`src/rtl/sha1md_pkg.sv`:
```
`timescale 1ns / 1ps
package sha1md_pkg;

  localparam int unsigned WordW    = 32;
  localparam int unsigned RoundW   = 7;
  localparam int unsigned LastRound = 79;

  typedef logic [WordW-1:0] word_t;

  // a..e of the round function, or h0..h4 of the chaining value
  typedef struct packed {
    word_t a;
    word_t b;
    word_t c;
    word_t d;
    word_t e;
  } vars_t;

  localparam vars_t InitChain = '{
    a: 32'h67452301,
    b: 32'hEFCDAB89,
    c: 32'h98BADCFE,
    d: 32'h10325476,
    e: 32'hC3D2E1F0
  };

  localparam word_t K0 = 32'h5A827999;
  localparam word_t K1 = 32'h6ED9EBA1;
  localparam word_t K2 = 32'h8F1BBCDC;
  localparam word_t K3 = 32'hCA62C1D6;

  localparam word_t PadMarker = 32'h80000000;

  typedef enum logic [2:0] {
    ST_IDLE,
    ST_PAD,
    ST_ROUND,
    ST_ADD,
    ST_OUT
  } state_e;

endpackage

```
`src/rtl/sha1_message_digest_core.sv`:
```
`timescale 1ns / 1ps
// Channel   Dir  Fields (tdata low bit up / tlast)
// s_axis    in   data_word[31:0], byte_count[34:32] / final_word
// m_axis    out  digest_word[31:0], word_index[34:32] / last_result
//
// A message word is taken on each accepted input item. The 16th word of a block
// starts the compression: the rounds run through the single round unit, then
// the chaining add is done in ST_ADD. The final word adds padding words at
// one per cycle (one or two blocks), pausing while a full block is compressed,
// then the five digest words leave one per accepted output item. s_axis
// is not ready while padding, compressing or emitting. Reset loads the SHA-1
// initial chaining value and clears all control state.
module sha1_message_digest_core (
  input  logic        clk_i,
  input  logic        rst_ni,
  input  logic        s_axis_tvalid,
  output logic        s_axis_tready,
  input  logic [39:0] s_axis_tdata,   // data_word[31:0], byte_count[34:32], zero pad
  input  logic        s_axis_tlast,
  output logic        m_axis_tvalid,
  input  logic        m_axis_tready,
  output logic [39:0] m_axis_tdata,   // digest_word[31:0], word_index[34:32], zero pad
  output logic        m_axis_tlast
);
  import sha1md_pkg::*;

  state_e state_q, state_d;

  logic [3:0]        fill_q;
  logic [RoundW-1:0] rnd_q;
  logic [63:0]       bit_len_q;
  logic [2:0]        out_idx_q;
  logic              pad_q;
  logic              marker_q;
  logic              len_hi_q;
  logic              len_done_q;

  vars_t chain_q;
  vars_t work_q;
  vars_t round_out;
  word_t win_q [16];
  word_t sched_next;

  logic  in_acc;
  logic  out_acc;
  logic  push_en;
  logic  push_full;
  word_t push_word;

  word_t      in_word;
  logic [2:0] in_bc;
  logic [2:0] bc_sat;
  word_t      final_word;
  logic [5:0] len_inc;
  word_t      digest_sel;

  assign in_word = s_axis_tdata[31:0];
  assign in_bc   = s_axis_tdata[34:32];
  assign in_acc  = s_axis_tvalid && s_axis_tready;
  assign out_acc = m_axis_tvalid && m_axis_tready;

  assign bc_sat = (in_bc > 3'd4) ? 3'd4 : in_bc;

  // last word with bytes past the valid ones cleared; the marker is appended when fewer than four bytes are valid
  always_comb begin
    unique case (bc_sat)
      3'd0:    final_word = PadMarker;
      3'd1:    final_word = {in_word[31:24], 24'h800000};
      3'd2:    final_word = {in_word[31:16], 16'h8000};
      3'd3:    final_word = {in_word[31:8], 8'h80};
      default: final_word = in_word;
    endcase
  end

  assign len_inc   = s_axis_tlast ? {bc_sat, 3'b000} : 6'd32;
  assign push_full = push_en && (fill_q == 4'd15);

  // window holds W[r]..W[r+15]; W[r] sits at entry 0
  assign sched_next = {win_q[13][30:0] ^ win_q[8][30:0] ^ win_q[2][30:0] ^ win_q[0][30:0],
                       win_q[13][31] ^ win_q[8][31] ^ win_q[2][31] ^ win_q[0][31]};

  sha1md_round u_round (
    .rnd_i  (rnd_q),
    .w_i    (win_q[0]),
    .vars_i (work_q),
    .vars_o (round_out)
  );

  // next state
  always_comb begin
    state_d = state_q;
    unique case (state_q)
      ST_IDLE: begin
        if (in_acc) begin
          if (push_full) begin
            state_d = ST_ROUND;
          end else if (s_axis_tlast) begin
            state_d = ST_PAD;
          end
        end
      end
      ST_PAD: begin
        if (push_full) begin
          state_d = ST_ROUND;
        end
      end
      ST_ROUND: begin
        if (rnd_q == RoundW'(LastRound)) begin
          state_d = ST_ADD;
        end
      end
      ST_ADD: begin
        if (len_done_q) begin
          state_d = ST_OUT;
        end else if (pad_q) begin
          state_d = ST_PAD;
        end else begin
          state_d = ST_IDLE;
        end
      end
      ST_OUT: begin
        if (out_acc && out_idx_q == 3'd4) begin
          state_d = ST_IDLE;
        end
      end
      default: state_d = ST_IDLE;
    endcase
  end

  // outputs of the sequencer
  always_comb begin
    s_axis_tready = 1'b0;
    m_axis_tvalid = 1'b0;
    push_en       = 1'b0;
    push_word     = '0;
    unique case (state_q)
      ST_IDLE: begin
        s_axis_tready = 1'b1;
        push_en       = in_acc;
        push_word     = s_axis_tlast ? final_word : in_word;
      end
      ST_PAD: begin
        push_en = 1'b1;
        priority if (marker_q) begin
          push_word = PadMarker;
        end else if (len_hi_q) begin
          push_word = bit_len_q[31:0];
        end else if (fill_q == 4'd14) begin
          push_word = bit_len_q[63:32];
        end else begin
          push_word = '0;
        end
      end
      ST_OUT: begin
        m_axis_tvalid = 1'b1;
      end
      default: ;
    endcase
  end

  always_comb begin
    unique case (out_idx_q)
      3'd0:    digest_sel = chain_q.a;
      3'd1:    digest_sel = chain_q.b;
      3'd2:    digest_sel = chain_q.c;
      3'd3:    digest_sel = chain_q.d;
      default: digest_sel = chain_q.e;
    endcase
  end
  assign m_axis_tdata = {5'b0, out_idx_q, digest_sel};
  assign m_axis_tlast = (out_idx_q == 3'd4);

  always_ff @(posedge clk_i or negedge rst_ni) begin
    if (!rst_ni) begin
      state_q    <= ST_IDLE;
      fill_q     <= '0;
      rnd_q      <= '0;
      bit_len_q  <= '0;
      out_idx_q  <= '0;
      pad_q      <= 1'b0;
      marker_q   <= 1'b0;
      len_hi_q   <= 1'b0;
      len_done_q <= 1'b0;
      chain_q    <= InitChain;
    end else begin
      state_q <= state_d;
      if (push_en) begin
        fill_q <= fill_q + 4'd1;
      end
      if (in_acc) begin
        bit_len_q <= bit_len_q + 64'(len_inc);
        if (s_axis_tlast) begin
          pad_q    <= 1'b1;
          marker_q <= (bc_sat == 3'd4);
        end
      end
      if (state_q == ST_PAD) begin
        priority if (marker_q) begin
          marker_q <= 1'b0;
        end else if (len_hi_q) begin
          len_done_q <= 1'b1;
        end else if (fill_q == 4'd14) begin
          len_hi_q <= 1'b1;
        end
      end
      if (state_q == ST_ROUND) begin
        rnd_q <= (rnd_q == RoundW'(LastRound)) ? '0 : rnd_q + RoundW'(1);
      end
      if (state_q == ST_ADD) begin
        chain_q.a <= chain_q.a + work_q.a;
        chain_q.b <= chain_q.b + work_q.b;
        chain_q.c <= chain_q.c + work_q.c;
        chain_q.d <= chain_q.d + work_q.d;
        chain_q.e <= chain_q.e + work_q.e;
      end
      if (out_acc) begin
        if (out_idx_q == 3'd4) begin
          // digest delivered: fresh message
          out_idx_q  <= '0;
          fill_q     <= '0;
          bit_len_q  <= '0;
          pad_q      <= 1'b0;
          marker_q   <= 1'b0;
          len_hi_q   <= 1'b0;
          len_done_q <= 1'b0;
          chain_q    <= InitChain;
        end else begin
          out_idx_q <= out_idx_q + 3'd1;
        end
      end
    end
  end

  // payload: message schedule window and round variables
  always_ff @(posedge clk_i) begin
    if (push_en || state_q == ST_ROUND) begin
      for (int i = 0; i < 15; i++) begin
        win_q[i] <= win_q[i+1];
      end
      win_q[15] <= push_en ? push_word : sched_next;
    end
    if (push_full) begin
      work_q <= chain_q;
    end else if (state_q == ST_ROUND) begin
      work_q <= round_out;
    end
  end

endmodule

```
`src/rtl/sha1md_round.sv`:
```
`timescale 1ns / 1ps
module sha1md_round (
  input  logic [sha1md_pkg::RoundW-1:0] rnd_i,
  input  sha1md_pkg::word_t             w_i,
  input  sha1md_pkg::vars_t             vars_i,
  output sha1md_pkg::vars_t             vars_o
);
  import sha1md_pkg::*;

  word_t f;
  word_t k;
  word_t t;

  always_comb begin
    priority if (rnd_i < RoundW'(20)) begin
      f = (vars_i.b & vars_i.c) | (~vars_i.b & vars_i.d);
      k = K0;
    end else if (rnd_i < RoundW'(40)) begin
      f = vars_i.b ^ vars_i.c ^ vars_i.d;
      k = K1;
    end else if (rnd_i < RoundW'(60)) begin
      f = (vars_i.b & vars_i.c) | (vars_i.b & vars_i.d) | (vars_i.c & vars_i.d);
      k = K2;
    end else begin
      f = vars_i.b ^ vars_i.c ^ vars_i.d;
      k = K3;
    end
  end

  assign t = {vars_i.a[26:0], vars_i.a[31:27]} + f + vars_i.e + k + w_i;

  assign vars_o.a = t;
  assign vars_o.b = vars_i.a;
  assign vars_o.c = {vars_i.b[1:0], vars_i.b[31:2]};
  assign vars_o.d = vars_i.c;
  assign vars_o.e = vars_i.d;

endmodule

```
`config.mk`:
```
export PLATFORM = sky130hd
export DESIGN_NAME = sha1_message_digest_core
export DESIGN_NICKNAME = d
export VERILOG_FILES = /design/src/rtl/sha1md_pkg.sv /design/src/rtl/sha1_message_digest_core.sv /design/src/rtl/sha1md_round.sv
export SDC_FILE = /design/constraint.sdc
export NUM_CORES = 2
export LEC_CHECK = 0
export ABC_AREA = 1
export BUFFER_PORTS_ARGS = -buffer_cell sky130_fd_sc_hd__buf_4
export CAP_MARGIN = 0
export CELL_PAD_IN_SITES_DETAIL_PLACEMENT = 1
export CELL_PAD_IN_SITES_GLOBAL_PLACEMENT = 2
export CORE_MARGIN = 5
export CORE_UTILIZATION = 38
export CTS_BUF_LIST = sky130_fd_sc_hd__clkbuf_4 sky130_fd_sc_hd__clkbuf_8
export CTS_CLUSTER_DIAMETER = 200
export DETAILED_ROUTE_END_ITERATION = 10
export PLACE_DENSITY = 0.87
export SYNTH_ARGS = -nofsm -noshare
export SYNTH_HDL_FRONTEND = slang
export SYNTH_SLANG_ARGS = --single-unit
```
`constraint.sdc`:
```
create_clock -name clk_i -period 14.2 [get_ports clk_i]
set_clock_uncertainty 0.15 [all_clocks]
set_input_delay 0.71 -clock clk_i [delete_from_list [all_inputs] [get_ports clk_i]]
set_output_delay 0.71 -clock clk_i [all_outputs]
set_load 0.02 [all_outputs]
```
==> flow_summary.toml <==
[layout]
nets = 6362
areaGrowthSynthToFinish_pct = 11.1
regArea_sq_um = 26300
drive_gt1_frac = 0.0865
fillers = 16000
multiInputGateArea_sq_um = 22500

[critical_path]
crit_fanout = 21
worstReg2RegEnd = "work_q[155]"
critPathLaunchType = "flop"
crit_required_ns = 14.69
slowest_delay_ns = 0.66
ff2ff_path_depth = 24
cpMaxStageDelayCell = "o21ai_0"
critPathKind = "reg2reg"
crit_arrival_ns = 6.92
crit_chain = "nand2_1, inv_1, nand3_2, nand2_2, inv_2, nand2_2, buf_4, nand2_1, inv_1, buf_4, a221oi_1, fa_1, inv_1, ha_1, inv_1, fa_1, o21ai_0, a21boi_0, o21ai_0, nand2_1, nand3_1, nand2_1, nand3_1, nand2_1"
cpMostUsedCell = "nand2_1"
r2r_setup_slack_ns = 7.77
rr_startpoint = "rnd_q[4]"
cp-end-kind = "flop"

[grt]
grt_pass1_wl_um = 296000
grt_max_degree = 195
antenna_found_initial = 7
grt_pass1_vias = 44800
globalRouteTotalUtil = 0.275
grt_overflow = 0

[floorplanning]
rows = 136
coreArea_sq_um = 138000
start_util = 0.382
fp.dieH_um = 382
die_w_um = 382
ioPinCount = 88
die_area_sq_um = 146000

[route]
top_layer = "met5"
drc = 0
ant_nets = 0
drt_pre_antenna_iters = 6
drtIter0Drc = 3559
dr_wl_met3_um = 11300
wl_per_cell_um = 25.8
wl_met2_um = 96600
routed_wl_um = 204000
wl_met1_um = 84500
viasPerCell = 5.47
vias = 43300

[cts]
cts_made_buffers = 156
clk_path_buf_depth = 3
postCtsSetupBuffers = 0
tritoncts = "done"
htreeDepth = 4
cts_hold_buf = 8
clk_pin_slew_ns = 0.07
insertion_delay_ns = 0.91
clkSinkCount = 914
ctsResizeCount = 0
root_buffer = "clkbuf_8"

[sta]
relSlewSlack = 0.212
final-hold-violation-count = 0
max_freq_mhz = 155
setup_slack_ns = 7.77
holdWs_ns = 0.125
maxSlewViolCount = 0
period_needed_ns = 6.43
rsz0062_at_grt = "false"
finalCritPeriodShare = 0.453
tns_ns = 0
finalSetupViolations = 0
worst_pin_slew_ns = 1.18

[logic_synthesis]
synthCells = 5844
synthArstFlopShare = 0.265
syn_area_sq_um = 52700
synthFlopType = "edfxtp_1"
synth-edff-count = 672
synth_top_area_frac = 0.383
ys.warnings.count = 0
synthTopCellsByArea = "edfxtp_1 (38%), nand2_1 (9.5%), dfrtp_1 (7.7%), inv_1 (6.1%), ha_1 (5.0%)"
synthTopCellsByCount = "nand2_1 (1336), inv_1 (851), edfxtp_1 (672), nor2_1 (499), a21oi_1 (408)"
synth.avg_cell_area_sq_um = 9.01
synth.yosys.seq_area_share = 0.500
synth.most_common_cell = "nand2_1"
yosysTopAreaCell = "edfxtp_1"
ys_seq_elements = 914
ys_types = 52

[hold_path]
holdPathEnd = "win_q[1][242]"
hold_start = "s_axis_tdata[18]"
min_path_type = "in2reg"
hold_path_depth = 3

[run_status]
outcome = "finished clean"

[job]
maxCapViolCount = 0

[placed_design]
io_buffers = 77
place_ws_ns = 7.79
hpwl_um = 156000
gp_congestion = 1.02
-- cells by family (layout without fill, tap and decap cells) --
logic type	after synthesis	after routing	synth area share
XOR/XNOR	169	169	0.0281
AND/OR/NAND/NOR	2370	2370	0.189
other	1	8	0.0000712
flip-flops	914	914	0.500
buffers and inverters	999	1266	0.0733
AO/OA/AOI/OAI	1061	1061	0.114
adder cells (fa/ha/maj)	330	330	0.0952
-- layout make-up --
cell class / instances / share of cell area
clock inverter: 75 / 0.00965
tap: 1794 / 0.0384
antenna: 3 / 0.000128
timing repair buffer: 121 / 0.0166
sequential: 914 / 0.450
inverter: 859 / 0.0552
clock buffer: 211 / 0.0448
multi-input combinational: 3935 / 0.385
-- cells in the final DEF, fill, tap and decap left out, types with 26 or more instances in the layout --
cell and instances:
nand2_1 1334, a221oi_1 50, o22ai_1 34, dfrtp_1 162, xnor2_1 91, clkbuf_8 166
edfxtp_1 672, nand4_1 67, xor2_1 78, clkbuf_4 45, buf_4 109, o211ai_1 73
inv_1 849, clkinv_2 26, a21oi_1 408, nand3_1 275, o21ai_0 378, clkinv_1 31
ha_1 212, a211oi_1 30, nor2_1 495, nor3_1 99, dfstp_2 80, fa_1 118
-- worst max-delay path by stage --
stage                   to  slack [ns]           from
6_report       work_q[155]        7.77       rnd_q[4]
5_1_grt        work_q[155]        7.49       rnd_q[4]
4_1_cts        work_q[155]        7.77       rnd_q[4]
3_5_place_dp   work_q[155]        7.79       rnd_q[4]
3_3_place_gp   work_q[155]        7.87       rnd_q[4]
2_1_floorplan  win_q[0][0]        0.72  s_axis_tvalid
-- critical path: cells and delay by family, from the launching register on --
family | cells | cell delay (ns)
AOI/OAI and AO/OA | 4 | 1.96
and+or+nand+nor | 10 | 1.39
adders and majority gates | 3 | 1.24
buffers and inverters | 7 | 0.94
DFF | 1 | 0.45
-- registers in the layout (all words and copies together) (netlist names) --
name,count
bit_len_q,61
chain_q,160
fill_q,4
len_done_q,1
len_hi_q,1
marker_q,1
out_idx_q,3
pad_q,1
rnd_q,7
state_q,3
win_q,512
work_q,160
-- metal layers --
layer,GRT usage,vias to the layer above
met4,0.133,6
li1,-,19900
met1,0.349,21700
met2,0.462,1322
met3,0.0395,385
met5,0,-
-- per-stage QoR --
stage          instance area [sq um]  utilization  instances
2_1_floorplan                  52700            -       5848
3_3_place_gp                   55200        0.401       7615
3_5_place_dp                   55200        0.401       7615
4_1_cts                        58500        0.425       7909
5_1_grt                        58500        0.425       7910
6_report                       58500        0.425       7912
Power is not shown: default switching activity piles up to over one toggle a cycle in this logic, so the estimate is an artifact.
